## config.mk

```make
export PLATFORM = sky130hd
export DESIGN_NAME = tmcw_ctrl
export DESIGN_NICKNAME = d
export VERILOG_FILES = /design/src/hw/rtl/tmcw_pkg.sv /design/src/hw/rtl/tmcw_ctrl.sv
export VERILOG_INCLUDE_DIRS = /design/src /design/src/hw/rtl
export SDC_FILE = /design/constraint.sdc
export NUM_CORES = 1
export LEC_CHECK = 0
export ABC_AREA = 1
export ABC_CLOCK_PERIOD_IN_PS = 2900
export BUFFER_PORTS_ARGS = -buffer_cell sky130_fd_sc_hd__buf_2
export CAP_MARGIN = 30
export CORE_ASPECT_RATIO = 1.25
export CORE_MARGIN = 8
export CORE_UTILIZATION = 34
export DETAILED_ROUTE_END_ITERATION = 10
export GPL_ROUTABILITY_DRIVEN = 0
export GPL_TIMING_DRIVEN = 1
export PLACE_DENSITY_LB_ADDON = 0.15
export SYNTH_ARGS = -nofsm -noshare
export SYNTH_HDL_FRONTEND = slang
export SYNTH_SLANG_ARGS = --single-unit
```

## constraint.sdc

```tcl
create_clock -name clock -period 2.9 [get_ports clock]
set_clock_uncertainty 0.05 [all_clocks]
set_input_delay 0.58 -clock clock [delete_from_list [all_inputs] [get_ports clock]]
set_output_delay 0.58 -clock clock [all_outputs]
set_load 0.02 [all_outputs]
```

## src/hw/rtl/text_mode_console_writer_unit_assert.svh

```systemverilog
// Assertion macros for the text console writer.
// Clocked on clock and disabled in reset; no other dependencies.
`ifndef TEXT_MODE_CONSOLE_WRITER_UNIT_ASSERT_SVH
`define TEXT_MODE_CONSOLE_WRITER_UNIT_ASSERT_SVH

// same-cycle implication
`define TMCW_ASSERT_NOW(lbl, ante, cons, msg) \
   lbl: assert property (@(posedge clock) disable iff (reset) (ante) |-> (cons)) \
      else $error(msg);

// next-cycle implication
`define TMCW_ASSERT_NEXT(lbl, ante, cons, msg) \
   lbl: assert property (@(posedge clock) disable iff (reset) (ante) |=> (cons)) \
      else $error(msg);

`endif

```

## src/hw/rtl/tmcw_pkg.sv

```systemverilog
// Shared types and constants of the text console writer.
// No dependencies; used by every module of the block.
`timescale 1ns / 1ps

package tmcw_pkg;

   localparam int CHAR_W     = 8;
   localparam int ATTR_W     = 8;
   localparam int CELL_W     = CHAR_W + ATTR_W;
   localparam int CURSOR_W   = 11;
   localparam int INDEX_W    = 11;
   localparam int APB_DATA_W = 32;
   localparam int APB_ADDR_W = 3;

   localparam logic [CHAR_W-1:0] CODE_NEWLINE = 8'd10;
   localparam logic [CHAR_W-1:0] CODE_TAB     = 8'd9;
   localparam logic [CHAR_W-1:0] CODE_SPACE   = 8'd32;
   localparam logic [ATTR_W-1:0] RESET_ATTR   = 8'h07;

   localparam logic ACT_PUT  = 1'b0;
   localparam logic ACT_READ = 1'b1;

   localparam logic REG_TEXT_ATTR = 1'b0;

   typedef enum logic [2:0] {
      ST_INIT,
      ST_IDLE,
      ST_PUT,
      ST_CLEAR,
      ST_READ
   } tmcw_state_type;

endpackage

```

## src/hw/rtl/tmcw_ctrl.sv

```systemverilog
// Console sequencer: cursor tracking, cell writes, clear sweeps and reads.
// Depends on tmcw_pkg and text_mode_console_writer_unit_assert.svh.
`timescale 1ns / 1ps
`include "text_mode_console_writer_unit_assert.svh"

module tmcw_ctrl #(
   parameter int COLUMNS    = 80,
   parameter int ROWS       = 25,
   parameter int TAB_SPACES = 4,
   parameter int ADDR_W     = 11
) (
   input  logic                          clock,
   input  logic                          reset,
   input  logic                          start,
   output logic                          busy,
   input  logic                          req_action,
   input  logic [tmcw_pkg::CHAR_W-1:0]   req_char_code,
   input  logic [tmcw_pkg::INDEX_W-1:0]  req_cell_index,
   input  logic                          req_end_of_text,
   input  logic [tmcw_pkg::ATTR_W-1:0]   text_attr,
   output logic                          ram_we,
   output logic [ADDR_W-1:0]             ram_waddr,
   output logic [tmcw_pkg::CELL_W-1:0]   ram_wdata,
   output logic                          ram_re,
   output logic [ADDR_W-1:0]             ram_raddr,
   input  logic [tmcw_pkg::CELL_W-1:0]   ram_rdata,
   output logic                          rsp_strobe,
   output logic [tmcw_pkg::CURSOR_W-1:0] rsp_cursor_pos,
   output logic [tmcw_pkg::CHAR_W-1:0]   rsp_read_char,
   output logic [tmcw_pkg::ATTR_W-1:0]   rsp_read_attr,
   output logic                          rsp_screen_cleared,
   output logic                          rsp_last_of_text
);
   import tmcw_pkg::*;

   localparam int CELL_COUNT = COLUMNS * ROWS;
   localparam int CUR_W      = $clog2(CELL_COUNT + COLUMNS + 1);
   localparam int COL_W      = (COLUMNS > 1) ? $clog2(COLUMNS) : 1;
   localparam int TAB_W      = $clog2(TAB_SPACES + 1);
   localparam int IDX_W      = (ADDR_W > INDEX_W) ? ADDR_W : INDEX_W;

   localparam logic [CUR_W-1:0]  CUR_END   = CUR_W'(CELL_COUNT);
   localparam logic [CUR_W-1:0]  CUR_STEP  = CUR_W'(COLUMNS);
   localparam logic [CUR_W-1:0]  CUR_TAB   = CUR_W'(TAB_SPACES);
   localparam logic [COL_W-1:0]  COL_LAST  = COL_W'(COLUMNS - 1);
   localparam logic [ADDR_W-1:0] ADDR_LAST = ADDR_W'(CELL_COUNT - 1);
   localparam logic [IDX_W-1:0]  IDX_END   = IDX_W'(CELL_COUNT);
   localparam logic [TAB_W-1:0]  TAB_COUNT = TAB_W'(TAB_SPACES);
   localparam logic [TAB_W-1:0]  TAB_ONE   = TAB_W'(1);

   tmcw_state_type    state_ff, state_in;
   logic [CUR_W-1:0]  lin_ff, lin_in;
   logic [CUR_W-1:0]  rowbase_ff, rowbase_in;
   logic [COL_W-1:0]  col_ff, col_in;
   logic [ADDR_W-1:0] clr_addr_ff, clr_addr_in;
   logic [TAB_W-1:0]  left_ff, left_in;
   logic [CHAR_W-1:0] ch_ff, ch_in;
   logic              eot_ff, eot_in;
   logic              cleared_ff, cleared_in;
   logic              oob_ff, oob_in;
   logic [CHAR_W-1:0] rd_char_ff, rd_char_in;
   logic [ATTR_W-1:0] rd_attr_ff, rd_attr_in;
   logic              rsp_valid_ff, rsp_valid_in;
   logic [IDX_W-1:0]  idx_wide;
   logic [CUR_W-1:0]  next_row;

   assign idx_wide = IDX_W'(req_cell_index);
   assign next_row = rowbase_ff + CUR_STEP;

   always_ff @(posedge clock) begin
      if (reset) begin
         state_ff     <= ST_INIT;
         lin_ff       <= '0;
         rowbase_ff   <= '0;
         col_ff       <= '0;
         clr_addr_ff  <= '0;
         rsp_valid_ff <= 1'b0;
      end else begin
         state_ff     <= state_in;
         lin_ff       <= lin_in;
         rowbase_ff   <= rowbase_in;
         col_ff       <= col_in;
         clr_addr_ff  <= clr_addr_in;
         rsp_valid_ff <= rsp_valid_in;
      end
   end

   always_ff @(posedge clock) begin
      left_ff    <= left_in;
      ch_ff      <= ch_in;
      eot_ff     <= eot_in;
      cleared_ff <= cleared_in;
      oob_ff     <= oob_in;
      rd_char_ff <= rd_char_in;
      rd_attr_ff <= rd_attr_in;
   end

   always_comb begin
      state_in     = state_ff;
      lin_in       = lin_ff;
      rowbase_in   = rowbase_ff;
      col_in       = col_ff;
      clr_addr_in  = clr_addr_ff;
      left_in      = left_ff;
      ch_in        = ch_ff;
      eot_in       = eot_ff;
      cleared_in   = cleared_ff;
      oob_in       = oob_ff;
      rd_char_in   = rd_char_ff;
      rd_attr_in   = rd_attr_ff;
      rsp_valid_in = 1'b0;
      ram_we       = 1'b0;
      ram_waddr    = lin_ff[ADDR_W-1:0];
      ram_wdata    = {text_attr, ch_ff};
      ram_re       = 1'b0;
      ram_raddr    = idx_wide[ADDR_W-1:0];

      unique case (state_ff)
         ST_INIT: begin
            ram_we      = 1'b1;
            ram_waddr   = clr_addr_ff;
            ram_wdata   = {RESET_ATTR, CODE_SPACE};
            clr_addr_in = clr_addr_ff + 1'b1;
            if (clr_addr_ff == ADDR_LAST) begin
               clr_addr_in = '0;
               state_in    = ST_IDLE;
            end
         end
         ST_IDLE: begin
            if (start) begin
               eot_in     = req_end_of_text;
               cleared_in = 1'b0;
               rd_char_in = '0;
               rd_attr_in = '0;
               if (req_action == ACT_READ) begin
                  ram_re   = 1'b1;
                  oob_in   = (idx_wide >= IDX_END);
                  state_in = ST_READ;
               end else if (req_char_code == CODE_NEWLINE) begin
                  lin_in     = next_row;
                  rowbase_in = next_row;
                  col_in     = '0;
                  if (next_row >= CUR_END) begin
                     cleared_in = 1'b1;
                     left_in    = '0;
                     state_in   = ST_CLEAR;
                  end else begin
                     rsp_valid_in = 1'b1;
                  end
               end else if (req_char_code == CODE_TAB) begin
                  ch_in    = CODE_SPACE;
                  left_in  = TAB_COUNT;
                  state_in = ST_PUT;
               end else begin
                  ch_in    = req_char_code;
                  left_in  = TAB_ONE;
                  state_in = ST_PUT;
               end
            end
         end
         ST_PUT: begin
            if (lin_ff >= CUR_END) begin
               cleared_in = 1'b1;
               state_in   = ST_CLEAR;
            end else begin
               ram_we  = 1'b1;
               lin_in  = lin_ff + 1'b1;
               left_in = left_ff - 1'b1;
               if (col_ff == COL_LAST) begin
                  col_in     = '0;
                  rowbase_in = next_row;
               end else begin
                  col_in = col_ff + 1'b1;
               end
               if (left_ff == TAB_ONE) begin
                  rsp_valid_in = 1'b1;
                  state_in     = ST_IDLE;
               end
            end
         end
         ST_CLEAR: begin
            ram_we      = 1'b1;
            ram_waddr   = clr_addr_ff;
            ram_wdata   = {text_attr, CODE_SPACE};
            clr_addr_in = clr_addr_ff + 1'b1;
            if (clr_addr_ff == ADDR_LAST) begin
               clr_addr_in = '0;
               lin_in      = '0;
               rowbase_in  = '0;
               col_in      = '0;
               if (left_ff != '0) begin
                  state_in = ST_PUT;
               end else begin
                  rsp_valid_in = 1'b1;
                  state_in     = ST_IDLE;
               end
            end
         end
         ST_READ: begin
            if (!oob_ff) begin
               rd_char_in = ram_rdata[CHAR_W-1:0];
               rd_attr_in = ram_rdata[CELL_W-1:CHAR_W];
            end
            rsp_valid_in = 1'b1;
            state_in     = ST_IDLE;
         end
         default: begin
            state_in = ST_IDLE;
         end
      endcase
   end

   assign busy               = (state_ff != ST_IDLE);
   assign rsp_strobe         = rsp_valid_ff;
   assign rsp_cursor_pos     = CURSOR_W'(lin_ff);
   assign rsp_read_char      = rd_char_ff;
   assign rsp_read_attr      = rd_attr_ff;
   assign rsp_screen_cleared = cleared_ff;
   assign rsp_last_of_text   = eot_ff;

   `TMCW_ASSERT_NOW(a_strobe_in_idle, rsp_valid_ff, state_ff == ST_IDLE, "response outside idle")
   `TMCW_ASSERT_NOW(a_put_in_range, ram_we && (state_ff == ST_PUT), lin_ff < CUR_END, "put past end")
   `TMCW_ASSERT_NOW(a_cursor_bound, state_ff == ST_IDLE, lin_ff <= CUR_END, "cursor past end")
   `TMCW_ASSERT_NOW(a_cursor_split, state_ff == ST_IDLE, lin_ff == rowbase_ff + CUR_W'(col_ff), "row and column out of step")
   `TMCW_ASSERT_NOW(a_clear_cursor, rsp_valid_ff && cleared_ff, lin_ff <= CUR_TAB, "cursor after clear too far")
   `TMCW_ASSERT_NEXT(a_read_issue, start && !busy && (req_action == ACT_READ), state_ff == ST_READ, "read not issued")

endmodule

```

Word-level counts from Yosys, hierarchy flattened
Cells that the tools add are included.
{"block": "word_totals", "word_cells": 121, "ff_bits": 76, "output_inout_bits": 71, "input_bits": 48}
{"block": "classes", "reduce_logical": 15, "n_addsub": 5, "n_eq_ne": 22, "n_lt_le_gt_ge": 3, "n_bitwise": 2, "muxes": 61}
{"operator": "$mux W12", "count": 7}
{"operator": "$pmux W12 S3", "count": 2}
{"operator": "$mux W3", "count": 14}
{"operator": "$mux W7", "count": 6}
{"operator": "$pmux W16 S2", "count": 1}
{"operator": "$pmux W8 S2", "count": 2}
{"operator": "$ge A12 B11 Y1 const B", "count": 2}
{"operator": "$mux W8", "count": 3}
{"operator": "$mux W11", "count": 2}
{"operator": "$pmux W7 S3", "count": 1}
{"operator": "$ne A2 B2 Y1 const B", "count": 9}
{"operator": "$mux W1", "count": 17}
{"operator": "$eq A8 B4 Y1 const B", "count": 2}
{"operator": "$add A12 B1 Y12 const B", "count": 1}
{"operator": "$add A12 B7 Y12 const B", "count": 1}
{"operator": "$pmux W3 S4", "count": 1}
{"operator": "$add A11 B1 Y11 const B", "count": 1}
{"operator": "$eq A11 B11 Y1 const B", "count": 1}
{"operator": "$ge A11 B11 Y1 const B", "count": 1}
{"operator": "$reduce_and A5 Y1", "count": 2}
{"operator": "$reduce_and A3 Y1", "count": 3}
{"operator": "$add A7 B1 Y7 const B", "count": 1}
{"operator": "$eq A7 B7 Y1 const B", "count": 1}
{"operator": "$reduce_and A7 Y1", "count": 1}
{"operator": "19 further kinds", "count": 26}

Depth between registers and ports, before layout
{"block": "depth", "word_depth": 7, "ltp_mapped": 12, "mapped_depth_nobuf": 12}

Least setup slack after synthesis
Ideal clock, no wire load.
{"block": "synth_path", "kind": "reg-to-reg", "start": "register state_ff[0]", "end": "register rd_attr_ff[0], in the netlist rsp_read_attr[0], enable pin", "path_stages_with_launch": 4, "path_buffers": 0, "arrival_ns": 1.971, "setup_time_ns": 0.414, "period_less_slack_ns": 2.435, "slack_ns": 0.465, "required_time_ns": 2.436, "path_cell_list": "dfxtp_1 > nor2_1 > nand2_1 > o31ai_1"}
{"block": "synth_via", "elab_chain_cells": 3, "elab_cells_between_ends": 6, "cone_classes": "4 x eq/ne; 2 x reduce/logical"}
{"item": "start, declared", "line": "tmcw_ctrl.sv:51", "text": "tmcw_state_type state_ff, state_in;"}
{"item": "start signal, assigned", "line": "tmcw_ctrl.sv:79", "text": "state_ff <= state_in;"}
{"item": "$eq A3 B3 Y1 / $eq A3 B1 Y1 (equally long branches)", "line": "tmcw_ctrl.sv:118", "text": "unique case (state_ff)"}
{"item": "$ne A2 B2 Y1 (no line) / $reduce_bool A2 Y1 (equally long branches)"}
{"item": "$reduce_and A3 Y1 (no line) *"}
{"item": "end signal, assigned", "line": "tmcw_ctrl.sv:95", "text": "rd_attr_ff <= rd_attr_in;"}
{"item": "end, declared", "line": "tmcw_ctrl.sv:62", "text": "logic [ATTR_W-1:0] rd_attr_ff, rd_attr_in;"}
Mark *: on every way between the ends. The rest lies on a longest branch, timed or not.
A chain may end at the register's enable or synchronous reset.

Worst setup path after layout
{"block": "layout_path", "start": "register state_ff[1]", "end": "output port ram_waddr[0]"}
{"block": "layout_via", "elab_chain_cells": 3, "elab_cells_between_ends": 4, "cone_classes": "1 x eq/ne; 1 x mux; 2 x reduce/logical"}
{"item": "$eq A3 B2 Y1 / $logic_not A3 Y1 (equally long branches)", "line": "tmcw_ctrl.sv:118"}
{"item": "$reduce_or A2 Y1 (no line) *"}
{"item": "$mux W11 *", "line": "tmcw_ctrl.sv:118"}
{"item": "end, declared", "line": "tmcw_ctrl.sv:22", "text": "output logic [ADDR_W-1:0] ram_waddr,"}
Marked as above.

==> qor.txt <==
Layout Nets: 762
Synth area leaders: edfxtp_1, dfxtp_1, nand2_1
Die height: 144 um
Slowest stage cell, crit path: dfxtp_1
Avg Synthesized Cell Area: 7.22 um2
Synth Instances: 613
Leakage power: 0.00247 uW
Routed WL per cell: 13.7 um
Initial Util: 34.8%
Slew Limit Fails: 0
Total power per unit cell area: 821 nW/um2
Vias per cell: 4.68
Reg clk slew, reported paths: 0.06 ns
Asr flop ratio synth: 0%
Bufs and invs on worst path: 3
Max_cap viols: 0
TritonCTS clock tree: yes
CP Cell Sequence: inv_1 -> nor2_2 -> nand2_2 -> nand2_4 -> inv_1 -> nor2_1 -> o21bai_1 -> buf_2
DRC Markers: 0
# IOs: 119
Commonest non-fill, non-tap cell in the layout: nand2_1
Sequential share of the synthesized area: 39.4%
Required @ worst endpoint: 2.27 ns
Die width: 118 um
Top delay family on crit path: simple AND/OR/NAND/NOR gates
Clock Power Share: 27.3%
Final Hold Viols: 0
CP Capture Type: output port
# port buffers: 110
Netlist cell types: 38
Cell mode on critical path: inv_1
Commonest register cell after synthesis: dfxtp_1
FMAX: 381 MHz
Post-Syn Nets: 671
Max_slew headroom: 67.7%
Commonest non-fill, non-tap cells in the layout: nand2_1, buf_2, inv_1
Num rows: 46
Yosys warns: 0
Final setup violation count: 0
Later-pin clock latency in the skew report: 0.33 ns
Arr. time, crit path: 2.00 ns
RSZ-0062 raised after global routing: no
Crit-path max FO: 13
Crit share post-route: 90.5%
CTS max path bufs: 2
Starting DRT DRC Count: 199
Initial antenna violation count: 0
CTS buffer count: 9
Max incr delay on CP: 0.42 ns
Hold Buf Count CTS: 0
Root Buffer: clkbuf_16
Max VDD drop: 0.327 mV
Synthesized cell area: 4420 um2
Crit Path Class: flip-flop to output port
Core Footprint: 12700 um2
Global-route usage over all layers: 14.2%
Worst hold path class: input pin to flip-flop
Gr ovfl total: 0
1st-pass router iterations: 4
Net Sw Frac: 40.9%
TNS Setup: 0 ns
Worst Tran Pin Value: 0.484 ns
Combinational power share: 40.2%
Fraction of layout cells with a size suffix above 1: 26.9%
Detailed placement HPWL: 9.32 mm
Total power: 4370 uW
Outcome: finished clean
Vias in the first global route: 3926
Largest area contributor in the netlist: edfxtp_1
Routed Antenna Nets: 0
H-Tree Depth: 3
Post-synth EDFFs: 30
CP Launch Type: flip-flop
Share of the synthesized area in the top cell type: 20.4%
Fin crit period: 2.63 ns
Yosys reg bits: 72
Largest net degree at the start of global routing: 25
First-pass GRT wire length: 19.7 mm
Via count: 4107
Internal power: 2580 uW
Sequential share of power: 32.5%
Die area: 16900 um2
CTS Sinks: 72
Final WL: 12.0 mm
Final hold slack: 0.380 ns
Antenna diode count: 0
NetSw: 1790 uW
P&R area growth vs syn: 20.4%
worst paths after layout:
path,depth (start not counted),to,startpoint,slack (ns)
hold reg to reg,2,col_ff[5]$_SDFFE_PP0P_,col_ff[5]$_SDFFE_PP0P_,0.44
setup reg to reg,10,lin_ff[1]$_SDFFE_PP0P_,clr_addr_ff[1]$_SDFFE_PP0N_,0.76
hold / removal,1,rsp_last_of_text$_DFFE_PP_,req_end_of_text,0.38
setup / recovery,8,ram_waddr[0],state_ff[1]$_SDFFE_PP0P_,0.27
area by class of cell:
class,count,area [um2]
Timing Repair Buffer,123,648
Tap cell,168,210
Clock inverter,7,93.8
Fill cell,1324,7390
Inverter,95,357
Multi-Input combinational cell,403,2050
Clock buffer,9,225
Sequential cell,72,1740
power groups by stage:
stage	logic [uW]	registers [uW]	clock network, uW
floorplan	1250	1440	0
CTS	1700	1420	1230
global route	1980	1440	1270
global placement	1690	1430	0
detailed placement	1700	1440	0
finish	1760	1420	1200
cells in the mapped netlist (all sizes together), types with 3 or more instances:
library cell / instances
nand4: 9
buf: 31
nand3: 56
o21ai: 31
nor3: 9
nand2: 139
xor2: 4
ha: 10
a21oi: 29
dfxtp: 42
edfxtp: 30
clkbuf: 12
nor2: 89
inv: 95
or2: 8
a211oi: 3
what timing repair did:
action	4_1_cts	5_1_grt
buffers inserted	0	6
setup endpoints to repair	0	8
gates resized for setup	0	1
endpoints found under the hold margin	0	0
metal layers:
metal	GRT usage, %	routed length, um
met1	16.6	5300
met2	24.9	5940
met3	3.42	545
met4	5.41	208
met5	0	0
metrics by stage:
| stage | setup slack [ns] | util [%] | area [um2] | std cells |
|---|---|---|---|---|
| 3_5_place_dp | 0.449 | 39.0 | 4960 | 855 |
| 5_1_grt | 0.101 | 41.9 | 5330 | 877 |
| 2_1_floorplan | 0.465 | - | 4420 | 613 |
| 3_3_place_gp | 0.527 | 39.0 | 4960 | 855 |
| 4_1_cts | 0.0762 | 41.5 | 5280 | 871 |
| 6_report | 0.274 | 41.9 | 5330 | 877 |
logic make-up after synthesis:
family / synth area share [%]
xor gates and xnor gates: 0.990
buffers and inverters: 14.5
DFF: 39.4
and+or+nand+nor: 32.4
adders and majority gates: 2.83
AOI/OAI and AO/OA: 9.93
state kept, by name (all words and copies together) (netlist names), 3 cells and up:
signal,flops
rowbase_ff,8
ch_ff,8
state_ff,3
clr_addr_ff,11
lin_ff,12
left_ff,3
rsp_read_char,8
col_ff,7
rsp_read_attr,8
No activity file was read; power rests on OpenSTA's default activity.
