File: config.mk
export PLATFORM = sky130hd
export DESIGN_NAME = tmcw_csr
export DESIGN_NICKNAME = d
export VERILOG_FILES = /design/src/hw/rtl/text_mode_console_writer_unit_assert.svh /design/src/hw/rtl/tmcw_pkg.sv /design/src/hw/rtl/tmcw_csr.sv
export SDC_FILE = /design/constraint.sdc
export NUM_CORES = 1
export LEC_CHECK = 0
export CAP_MARGIN = 25
export CORE_AREA = 2 2 39 41
export CTS_CLUSTER_SIZE = 28
export DETAILED_ROUTE_END_ITERATION = 10
export DIE_AREA = 0 0 41 43
export DONT_BUFFER_PORTS = 1
export SETUP_SLACK_MARGIN = 0.05
export SLEW_MARGIN = 10
export SYNTH_ARGS = -nofsm -noshare
export SYNTH_HDL_FRONTEND = slang
export SYNTH_SLANG_ARGS = --single-unit
File: constraint.sdc
create_clock -name clock -period 0.8 [get_ports clock]
set_clock_uncertainty 0.05 [all_clocks]
set_input_delay 0.04 -clock clock [delete_from_list [all_inputs] [get_ports clock]]
set_output_delay 0.04 -clock clock [all_outputs]
set_load 0.02 [all_outputs]
File: src/hw/rtl/text_mode_console_writer_unit_assert.svh
// Assertion macros for the text console writer.
// Clocked on clock and disabled in reset; no other dependencies.
`ifndef TEXT_MODE_CONSOLE_WRITER_UNIT_ASSERT_SVH
`define TEXT_MODE_CONSOLE_WRITER_UNIT_ASSERT_SVH

// same-cycle implication
`define TMCW_ASSERT_NOW(lbl, ante, cons, msg) \
   lbl: assert property (@(posedge clock) disable iff (reset) (ante) |-> (cons)) \
      else $error(msg);

// next-cycle implication
`define TMCW_ASSERT_NEXT(lbl, ante, cons, msg) \
   lbl: assert property (@(posedge clock) disable iff (reset) (ante) |=> (cons)) \
      else $error(msg);

`endif

File: src/hw/rtl/tmcw_pkg.sv
// Shared types and constants of the text console writer.
// No dependencies; used by every module of the block.
`timescale 1ns / 1ps

package tmcw_pkg;

   localparam int CHAR_W     = 8;
   localparam int ATTR_W     = 8;
   localparam int CELL_W     = CHAR_W + ATTR_W;
   localparam int CURSOR_W   = 11;
   localparam int INDEX_W    = 11;
   localparam int APB_DATA_W = 32;
   localparam int APB_ADDR_W = 3;

   localparam logic [CHAR_W-1:0] CODE_NEWLINE = 8'd10;
   localparam logic [CHAR_W-1:0] CODE_TAB     = 8'd9;
   localparam logic [CHAR_W-1:0] CODE_SPACE   = 8'd32;
   localparam logic [ATTR_W-1:0] RESET_ATTR   = 8'h07;

   localparam logic ACT_PUT  = 1'b0;
   localparam logic ACT_READ = 1'b1;

   localparam logic REG_TEXT_ATTR = 1'b0;

   typedef enum logic [2:0] {
      ST_INIT,
      ST_IDLE,
      ST_PUT,
      ST_CLEAR,
      ST_READ
   } tmcw_state_type;

endpackage

File: src/hw/rtl/tmcw_csr.sv
// Configuration register file: text attribute behind an APB-style port.
// Depends on tmcw_pkg.
`timescale 1ns / 1ps

module tmcw_csr (
   input  logic                              clock,
   input  logic                              reset,
   input  logic                              psel,
   input  logic                              penable,
   input  logic                              pwrite,
   input  logic [tmcw_pkg::APB_ADDR_W-1:0]   paddr,
   input  logic [tmcw_pkg::APB_DATA_W-1:0]   pwdata,
   output logic [tmcw_pkg::APB_DATA_W-1:0]   prdata,
   output logic                              pready,
   output logic [tmcw_pkg::ATTR_W-1:0]       text_attr
);
   import tmcw_pkg::*;

   logic [ATTR_W-1:0] attr_ff;
   logic [ATTR_W-1:0] attr_in;
   logic              reg_sel;

   assign reg_sel = (paddr[2] == REG_TEXT_ATTR);
   assign pready  = 1'b1;

   always_comb begin
      attr_in = attr_ff;
      if (psel && penable && pwrite && reg_sel) begin
         attr_in = pwdata[ATTR_W-1:0];
      end
   end

   always_ff @(posedge clock) begin
      if (reset) begin
         attr_ff <= RESET_ATTR;
      end else begin
         attr_ff <= attr_in;
      end
   end

   assign prdata    = reg_sel ? APB_DATA_W'(attr_ff) : '0;
   assign text_attr = attr_ff;

endmodule

======== Word level (Yosys, flattened, before mapping) ========
Index checks and enable logic that the tools add are counted.
cells by class
  multiplexer cells ....................... 1
  bitwise gates (word level) .............. 1
  reductions and logical operators ........ 3
operator list
  operator           count
  two-way mux 8 bit  1
  logical AND 1 bit  3
  inverter 1 bit     1
storage, ports and cells
  flip-flop bits (word level) ............. 8
  input port bits ......................... 40
  output and inout bits ................... 41
  word-level logic and storage cells ...... 6

======== Logic depth before layout (Yosys ltp) ========
Gate-level depths: netlist of run 1.
  word-level depth ........................ 3
  depth in mapped cells ................... 3
  depth with buffers taken out ............ 2

======== Least setup slack after synthesis of run 1 ========
Ideal clock, no wire load.
  kind .................................... reg2out
  start point ............................. register attr_ff[3] (netlist: text_attr[3])
  end point ............................... output prdata[3] (netlist bit)
  arrival time ............................ 0.667 ns
  required time ........................... 0.710 ns
  slack ................................... 0.043 ns
  cell stages (with the launch flop) ...... 2
  cells stage by stage .................... dfxtp_1 > and2b_2
between the ends
  cells in the longest elaborated chain, start to end .. 1
ends and longest elaborated chain
  what                      RTL line        RTL
  start: declaration        tmcw_csr.sv:19  logic [ATTR_W-1:0] attr_ff;
  start signal: assignment  tmcw_csr.sv:37  attr_ff <= attr_in;
  two-way mux 8 bit         tmcw_csr.sv:41  assign prdata = reg_sel ? APB_DATA_W'(attr_ff) : '0;
  end: declaration          tmcw_csr.sv:13  output logic [tmcw_pkg::APB_DATA_W-1:0] prdata,
Every way passes these cells.

======== Final worst setup path of run 1 ========
  start point ............................. register attr_ff[2] (netlist: text_attr[2])
  end point ............................... output prdata[2] (netlist bit)
Same word-level chain as after synthesis.

==> results.sh, run 1 <==
export IMPL_cts_root_buf="clkbuf_4"
export IMPL_synthSimpleGateAreaFrac_pct=26.8
export IMPL_crit_required_ns=0.71
export IMPL_synth_top_cell_area_share_pct=30.5
export IMPL_cts_tree="yes"
export IMPL_ios=81
export IMPL_yosysWarnings=0
export IMPL_cts_sinks=8
export IMPL_arrival_ns=0.86
export IMPL_grt_pass1_wl_um=1520
export IMPL_rsz0062_at_grt="yes"
export IMPL_finalSetupViolations=9
export IMPL_crit_buf_inv=0
export IMPL_status="complete, but fails checks"
export IMPL_grt_pass1_vias=361
export IMPL_p_sw_share_pct=32.1
export IMPL_report_power_total_w=0.000947
export IMPL_finish_instance_area_um2=701
export IMPL_synth_compound_area_share_pct=0
export IMPL_p_int_w=0.000644
export IMPL_firstDrtPassIters=4
export IMPL_pwr_share_seq_pct=43.7
export IMPL_synth_top_cell_by_area="buf_4"
export IMPL_cts_buffer_depth=2
export IMPL_leakagePower_nw=0.328
export IMPL_htreeDepth=1
export IMPL_clock_latency_ns=0.25
export IMPL_synth_edf_count=0
export IMPL_die_x_um=41
export IMPL_synth_top_family_by_area="buffers and inverters"
export IMPL_cp_end_kind="output port"
export IMPL_worst_slack_ns=-0.148
export IMPL_critPathSlowestCell="dfxtp_4"
export IMPL_tns_ns=-0.922
export IMPL_vias_per_cell=4.06
export IMPL_drc=0
export IMPL_antenna_cells=0
export IMPL_dpl_cell_area_um2=589
export IMPL_syn_to_final_growth_pct=13.8
export IMPL_synthTopCellsByCount="25 x buf_4, 10 x nand2b_1, 8 x and2b_2, 8 x dfxtp_1, 8 x mux2i_1"
export IMPL_power_clock_fraction_pct=33.0
export IMPL_synth_top_cells_by_area="buf_4 30%, dfxtp_1 26%, mux2i_1 13%, and2b_2 11%, nand2b_1 10%"
export IMPL_fin_crit_sh_pct=119
export IMPL_crit_family="flip-flops"
export IMPL_period_needed_ns=0.948
export IMPL_routed_via_count=402
export IMPL_p_switching_w=0.000304
export IMPL_antenna_found_initial=0
export IMPL_muxShareOfSynthArea_pct=13.0
export IMPL_clk_pin_slew_worst_paths_ns=0.06
export IMPL_path_class="flop to output port"
export IMPL_largest_reg_flops=8
export IMPL_ys_types=10
export IMPL_synthAdderAreaFrac_pct=0
export IMPL_wl_per_cell_um=10.8
export IMPL_gp_congestion=0.603
export IMPL_synth_seq_area_share_pct=26.0
export IMPL_numPortBuffers=0
export IMPL_regArea_um2=175
export IMPL_rows=14
export IMPL_num_fill_cells=142
export IMPL_synthCells=70
export IMPL_grt_total_usage_pct=13.6
export IMPL_grt_overflow=0
export IMPL_routed_wl_um=1070
export IMPL_hold_viol=8
export IMPL_syn_area_um2=616
export IMPL_fin_nets=125
export IMPL_ys_ff_latch=8
export IMPL_synth_main_ff_cell="dfxtp_1"
export IMPL_dp_cells=90
export IMPL_synthArstFlopShare_pct=0
export IMPL_multiInputGateArea_um2=339
export IMPL_holdWs_ns=-0.0902
export IMPL_clock_fmax_mhz=1050
export IMPL_drt_iter0_markers=3
export IMPL_yosysMostFrequentCell="buf_4"
export IMPL_cp_start_kind="flop"
export IMPL_syn_area_per_cell_um2=8.79
export IMPL_max_cap_violations=0
export IMPL_hp_class="input port to flop"
export IMPL_violations="negative hold slack, negative setup slack"
export IMPL_p_per_area_nw_per_um2=1350
export IMPL_irDropWorstVdd_mv=0.960
export IMPL_floorplan_initialDensity_pct=44.5
export IMPL_synthXorXnorAreaFrac_pct=0
export IMPL_cp_max_fo=3
export IMPL_fin_cells=99
export IMPL_die_area_um2=1760
export IMPL_grt_max_degree=17
export IMPL_hold_buffers=5
export IMPL_coreArea_um2=1380
export IMPL_detail_route_antenna_nets=0
export IMPL_hpwl_um=735
export IMPL_power_frac_comb_pct=23.3
export IMPL_cts_buffers=3
export IMPL_die_h_um=43
export IMPL_path_cells="and2b_2"
export IMPL_drive_gt1_share_pct=33.7
export IMPL_max_stage_delay_ns=0.37
export IMPL_slew_viol_final=0
-- metrics by stage --
step                worst slack [ns]  util [%]
floorplan                     0.0954         -
global placement              0.0637      42.6
detailed placement            0.0565      42.6
CTS                           -0.159      50.4
global route                  -0.186      50.6
finish                        -0.148      50.6
-- layout by cell type, fill, tap and decap left out, drive strengths merged --
cell type     n
clkbuf        3
dlygate4sd3   5
and2b         8
nand2b       10
nor2          6
buf           9
and4b         1
dfxtp         8
mux2i         8
conb         25
-- what timing repair did --
item / in CTS / in global routing
gates cloned: 0 / 0
setup buffers: 1 / 0
gates resized for setup: 8 / 1
endpoints found under the setup margin: 14 / 16
endpoints found under the hold margin: 8 / 8
-- final timing paths --
path                        startpoint                         to  slack, ns  cells after the start
min                              reset  text_attr[1]$_SDFFE_PP1P_      -0.09                      2
max          text_attr[2]$_SDFFE_PP1P_                  prdata[2]      -0.15                      1
min reg2reg  text_attr[5]$_SDFFE_PP0P_  text_attr[5]$_SDFFE_PP0P_       0.44                      2
max reg2reg  text_attr[7]$_SDFFE_PP0P_  text_attr[7]$_SDFFE_PP0P_       0.08                      3
-- logic make-up (layout without fill, tap and decap cells) --
| logic type | count (synthesis) | count (layout) |
|---|---|---|
| muxes | 8 | 8 |
| other | 2 | 25 |
| and+or+nand+nor | 25 | 25 |
| DFF | 8 | 8 |
| buffers and inverters | 27 | 17 |
-- power by group through the flow --
stage	Combinational [W]	Clock, W	Sequential [W]
after detailed placement	0.000192	0	0.000427
after global routing	0.000238	0.000356	0.000415
final	0.000220	0.000313	0.000414
after CTS	0.000217	0.000326	0.000414
after global placement	0.000191	0	0.000427
after floorplan	0.000267	0	0.000434
-- routing by layer --
layer / vias up / wire (um) / GRT usage (%)
li1: 194 / - / -
met1: 179 / 392 / 17.3
met2: 29 / 547 / 19.7
met3: 0 / 129 / 5.24
met4: 0 / 0 / 6.00
met5: - / 0 / 0
-- cell type report --
| cell class | instances | area share, % |
|---|---|---|
| multi-input combinational | 58 | 48.4 |
| sequential | 8 | 25.0 |
| timing repair buffer | 14 | 20.5 |
| clock buffer | 3 | 3.21 |
| tap | 16 | 2.86 |
Power figures use the tool's default switching activity.
==> run 2: changes to the inputs <==
Settings changed: CAP_MARGIN 25 to 15, CTS_BUF_LIST from default to sky130_fd_sc_hd__clkbuf_4, PLACE_DENSITY_LB_ADDON from default to 0.25.
==> run 2 against run 1 <==
Net effect: critical path depth unchanged; final cell count unchanged; first-iteration DRC count down 100%; via count up 2.7%; sequential share of layout area up 0.13 points; power down 0.73%; largest power group unchanged; global-route usage down 0.95 points; the run still ends with negative hold slack, negative setup slack left; sequential cell count unchanged; hold slack worse by 0.0083 ns; clock power down 2%.
==> results.sh, run 2 (synthesized netlist as in run 1, its figures left out) <==
export IMPL_cts_buffer_depth=2
export IMPL_die_area_um2=1760
export IMPL_crit_family="flip-flops"
export IMPL_wl_per_cell_um=10.1
export IMPL_finalSetupViolations=9
export IMPL_p_per_area_nw_per_um2=1350
export IMPL_coreArea_um2=1380
export IMPL_dpl_cell_area_um2=589
export IMPL_antenna_cells=0
export IMPL_leakagePower_nw=0.328
export IMPL_numPortBuffers=0
export IMPL_clock_latency_ns=0.25
export IMPL_clk_pin_slew_worst_paths_ns=0.05
export IMPL_crit_buf_inv=0
export IMPL_syn_to_final_growth_pct=13.2
export IMPL_antenna_found_initial=0
export IMPL_drive_gt1_share_pct=33.7
export IMPL_p_int_w=0.000643
export IMPL_fin_util_pct=50.4
export IMPL_power_frac_comb_pct=23.3
export IMPL_report_power_total_w=0.000940
export IMPL_die_x_um=41
export IMPL_routed_via_count=413
export IMPL_drt_iter0_markers=0
export IMPL_cp_max_fo=3
export IMPL_crit_required_ns=0.71
export IMPL_holdWs_ns=-0.0985
export IMPL_violations="negative hold slack, negative setup slack"
export IMPL_grt_overflow=0
export IMPL_hold_viol=8
export IMPL_critPathSlowestCell="dfxtp_4"
export IMPL_detail_route_antenna_nets=0
export IMPL_cp_end_kind="output port"
export IMPL_max_cap_violations=0
export IMPL_p_sw_share_pct=31.7
export IMPL_irDropWorstVdd_mv=0.521
export IMPL_largest_reg_flops=8
export IMPL_grt_max_degree=17
export IMPL_die_h_um=43
export IMPL_htreeDepth=1
export IMPL_cts_tree="yes"
export IMPL_rows=14
export IMPL_vias_per_cell=4.17
export IMPL_fin_cells=99
export IMPL_cts_root_buf="clkbuf_4"
export IMPL_multiInputGateArea_um2=339
export IMPL_path_class="flop to output port"
export IMPL_firstDrtPassIters=1
export IMPL_arrival_ns=0.86
export IMPL_routed_wl_um=995
export IMPL_cp_start_kind="flop"
export IMPL_regArea_um2=175
export IMPL_pwr_share_seq_pct=44.0
export IMPL_fin_nets=125
export IMPL_ios=81
export IMPL_grt_pass1_wl_um=1460
export IMPL_hpwl_um=710
export IMPL_final_cell_mix="25 x conb_1, 10 x nand2b_1, 8 x and2b_2, 8 x mux2i_1"
export IMPL_p_switching_w=0.000298
export IMPL_floorplan_initialDensity_pct=44.5
export IMPL_worst_slack_ns=-0.148
export IMPL_drc=0
export IMPL_max_stage_delay_ns=0.37
export IMPL_cts_sinks=8
export IMPL_dp_cells=90
export IMPL_rsz0062_at_grt="yes"
export IMPL_clock_fmax_mhz=1060
export IMPL_final_common_cell="conb_1"
export IMPL_hp_class="input port to flop"
export IMPL_fin_crit_sh_pct=118
export IMPL_cts_buffers=3
export IMPL_hold_buffers=5
export IMPL_num_fill_cells=135
export IMPL_grt_pass1_vias=366
export IMPL_period_needed_ns=0.948
export IMPL_grt_total_usage_pct=12.7
export IMPL_status="complete, but fails checks"
export IMPL_finish_instance_area_um2=697
export IMPL_gp_congestion=0.560
export IMPL_slew_viol_final=0
export IMPL_path_cells="and2b_2"
export IMPL_power_clock_fraction_pct=32.7
## run 2: changes by cell type in the layout (fill, tap and decap cells not counted)
| cell | previous run | this run |
|---|---|---|
| buf_4 | 2 | 3 |
| buf_6 | 7 | 6 |
## run 2: through the flow
stage	TNS, ns	hold WS (ns)	setup slack (ns)
floorplan	0	0.137	0.0954
global placement	0	0.142	0.0522
detailed placement	0	0.151	0.0271
CTS	-1.03	-0.107	-0.163
global route	-1.37	-0.0950	-0.186
finish	-0.895	-0.0985	-0.148
## run 2: what timing repair did
action	4_1_cts	5_1_grt
setup endpoints to repair	14	16
setup buffers	1	0
gates resized for setup	8	0
endpoints found under the hold margin	8	8
## run 2: per-layer routing
metal	part of all wire (%)	vias up	GRT usage [%]	wire (um)
met2	53	29	17.8	526
met1	37	187	15.2	367
met5	0	-	0	0
li1	-	197	-	-
met4	0	0	12.0	0
met3	10	0	2.09	100
## run 2: power groups by stage
stage                     combinational [W]  sequential, W  clock, W
after floorplan                    0.000267       0.000434         0
after global placement             0.000191       0.000427         0
after detailed placement           0.000192       0.000427         0
after CTS                          0.000217       0.000414  0.000325
after global routing               0.000238       0.000415  0.000350
final                              0.000219       0.000414  0.000308
## run 2: final timing paths
path                                   from  slack [ns]                   endpoint  cells after the start
hold reg to reg   text_attr[5]$_SDFFE_PP0P_        0.43  text_attr[5]$_SDFFE_PP0P_                      2
setup / recovery  text_attr[2]$_SDFFE_PP1P_       -0.15                  prdata[2]                      1
setup reg to reg  text_attr[6]$_SDFFE_PP0P_        0.08  text_attr[6]$_SDFFE_PP0P_                      3
hold / removal                        reset        -0.1  text_attr[2]$_SDFFE_PP1P_                      2
## run 2: cell type report
type                       instances  area share, %
timing repair buffer              14           20.1
multi-input combinational         58           48.7
tap                               16           2.87
clock buffer                       3           3.23
sequential                         8           25.1
==> run 3: changes to the inputs <==
Settings changed: PLACE_DENSITY from default to 0.67, PLACE_DENSITY_LB_ADDON 0.25 to default.
==> run 3 against run 2 <==
Net effect: the flow still finishes with violations (negative hold slack, negative setup slack); via count decreased by 2.4%; final area grew 1.3%; register-to-register slack is essentially flat; global-route usage up 1.2 points; clock-buffer cell count unchanged; maximum frequency down 0.92%; routed wire length up 10%; clock power is 1% higher; largest cell class unchanged; critical path depth did not move.
==> results.sh, run 3 (synthesized netlist as in run 1, its figures left out) <==
export IMPL_wl_per_cell_um=11.2
export IMPL_crit_family="flip-flops"
export IMPL_routed_wl_um=1100
export IMPL_p_per_area_nw_per_um2=1340
export IMPL_cp_end_kind="output port"
export IMPL_cts_sinks=8
export IMPL_reg2reg_depth=3
export IMPL_die_area_um2=1760
export IMPL_ios=81
export IMPL_grt_pass1_wl_um=1540
export IMPL_r2r_end="text_attr[6]$_SDFFE_PP0P_"
export IMPL_routed_via_count=403
export IMPL_p_switching_w=0.000303
export IMPL_numPortBuffers=0
export IMPL_clock_latency_ns=0.25
export IMPL_status="complete, but fails checks"
export IMPL_max_cap_violations=0
export IMPL_path_cells="and2b_2"
export IMPL_crit_required_ns=0.71
export IMPL_holdPathStages=2
export IMPL_finalSetupViolations=10
export IMPL_p_sw_share_pct=32.0
export IMPL_r2r_slack_ns=0.08
export IMPL_firstDrtPassIters=4
export IMPL_final_common_cell="conb_1"
export IMPL_largest_reg_flops=8
export IMPL_fin_crit_sh_pct=120
export IMPL_die_x_um=41
export IMPL_cts_root_buf="clkbuf_4"
export IMPL_detail_route_antenna_nets=0
export IMPL_final_cell_mix="25 x conb_1, 10 x nand2b_1, 8 x and2b_2, 8 x mux2i_1, 7 x buf_6"
export IMPL_grt_max_degree=17
export IMPL_cts_buffer_depth=2
export IMPL_path_class="flop to output port"
export IMPL_p_int_w=0.000645
export IMPL_violations="negative hold slack, negative setup slack"
export IMPL_antenna_cells=0
export IMPL_leakagePower_nw=0.326
export IMPL_cp_start_kind="flop"
export IMPL_floorplan_initialDensity_pct=44.5
export IMPL_holdWs_ns=-0.0920
export IMPL_coreArea_um2=1380
export IMPL_hpwl_um=753
export IMPL_crit_buf_inv=0
export IMPL_critPathSlowestCell="dfxtp_4"
export IMPL_max_stage_delay_ns=0.37
export IMPL_power_frac_comb_pct=23.5
export IMPL_hold_buffers=5
export IMPL_num_fill_cells=140
export IMPL_rows=14
export IMPL_drt_iter0_markers=3
export IMPL_grt_overflow=0
export IMPL_pwr_share_seq_pct=43.7
export IMPL_syn_to_final_growth_pct=14.6
export IMPL_worst_slack_ns=-0.157
export IMPL_arrival_ns=0.87
export IMPL_grt_pass1_vias=336
export IMPL_regArea_um2=175
export IMPL_pre_cts_ws_ns=0.0182
export IMPL_clock_fmax_mhz=1050
export IMPL_gp_congestion=0.588
export IMPL_reg2reg_from="text_attr[6]$_SDFFE_PP0P_"
export IMPL_rsz0062_at_grt="yes"
export IMPL_cts_buffers=3
export IMPL_grt_total_usage_pct=13.9
export IMPL_slew_viol_final=0
export IMPL_irDropWorstVdd_mv=0.734
export IMPL_vias_per_cell=4.11
export IMPL_fin_nets=124
export IMPL_hp_start="reset"
export IMPL_htreeDepth=1
export IMPL_power_clock_fraction_pct=32.9
export IMPL_die_h_um=43
export IMPL_antenna_found_initial=0
export IMPL_period_needed_ns=0.957
export IMPL_fin_util_pct=51.0
export IMPL_cp_max_fo=3
export IMPL_multiInputGateArea_um2=339
export IMPL_hold_path_end="text_attr[1]$_SDFFE_PP1P_"
export IMPL_clk_pin_slew_worst_paths_ns=0.06
export IMPL_cts_tree="yes"
export IMPL_hold_viol=8
export IMPL_drive_gt1_share_pct=32.9
export IMPL_drc=0
export IMPL_hp_class="input port to flop"
[run 3: how the worst max path moves through the flow]
stage,start,slack [ns],cells past startpoint,end
2_1_floorplan,paddr[2],0.1,3,text_attr[0]$_SDFFE_PP1P_
3_3_place_gp,paddr[2],0.04,3,text_attr[7]$_SDFFE_PP0P_
3_5_place_dp,paddr[2],0.02,3,text_attr[1]$_SDFFE_PP1P_
4_1_cts,text_attr[1]$_SDFFE_PP1P_,-0.17,1,prdata[1]
5_1_grt,text_attr[1]$_SDFFE_PP1P_,-0.20,1,prdata[1]
6_report,text_attr[1]$_SDFFE_PP1P_,-0.16,1,prdata[1]
[run 3: cell type report]
cell class / count / share of cell area (%)
well taps: 16 / 2.84
repair buffers: 13 / 21.1
multi-input cells: 58 / 48.0
clock buffers: 3 / 3.19
flip-flops and latches: 8 / 24.8
[run 3: power groups by stage]
stage          clock (W)  sequential (W)  combinational [W]
6_report        0.000312        0.000414           0.000223
5_1_grt         0.000370        0.000415           0.000240
4_1_cts         0.000331        0.000414           0.000219
3_5_place_dp           0        0.000427           0.000194
3_3_place_gp           0        0.000426           0.000193
2_1_floorplan          0        0.000434           0.000267
[run 3: repair_timing]
action | CTS | global route
setup endpoints to repair | 15 | 17
endpoints found under the hold margin | 8 | 8
resized for setup | 8 | 1
setup buffers | 1 | 0
[run 3: routing by layer]
metal | vias to the layer above | routed length [um] | global-route usage [%]
met4 | 0 | 7 | 10.0
met2 | 29 | 576 | 20.6
met3 | 2 | 123 | 5.24
met1 | 180 | 389 | 15.2
met5 | - | 0 | 0
li1 | 192 | - | -
[run 3: through the flow]
stage               power, W  hold WS [ns]  TNS [ns]  std cells  instance area [um2]
floorplan           0.000701         0.137         0         93                  712
finish              0.000949       -0.0920    -0.942         98                  706
global placement    0.000619         0.141         0         89                  594
detailed placement  0.000621         0.150         0         89                  594
global route         0.00102        -0.103     -1.52         98                  706
CTS                 0.000964        -0.107     -1.09         98                  702
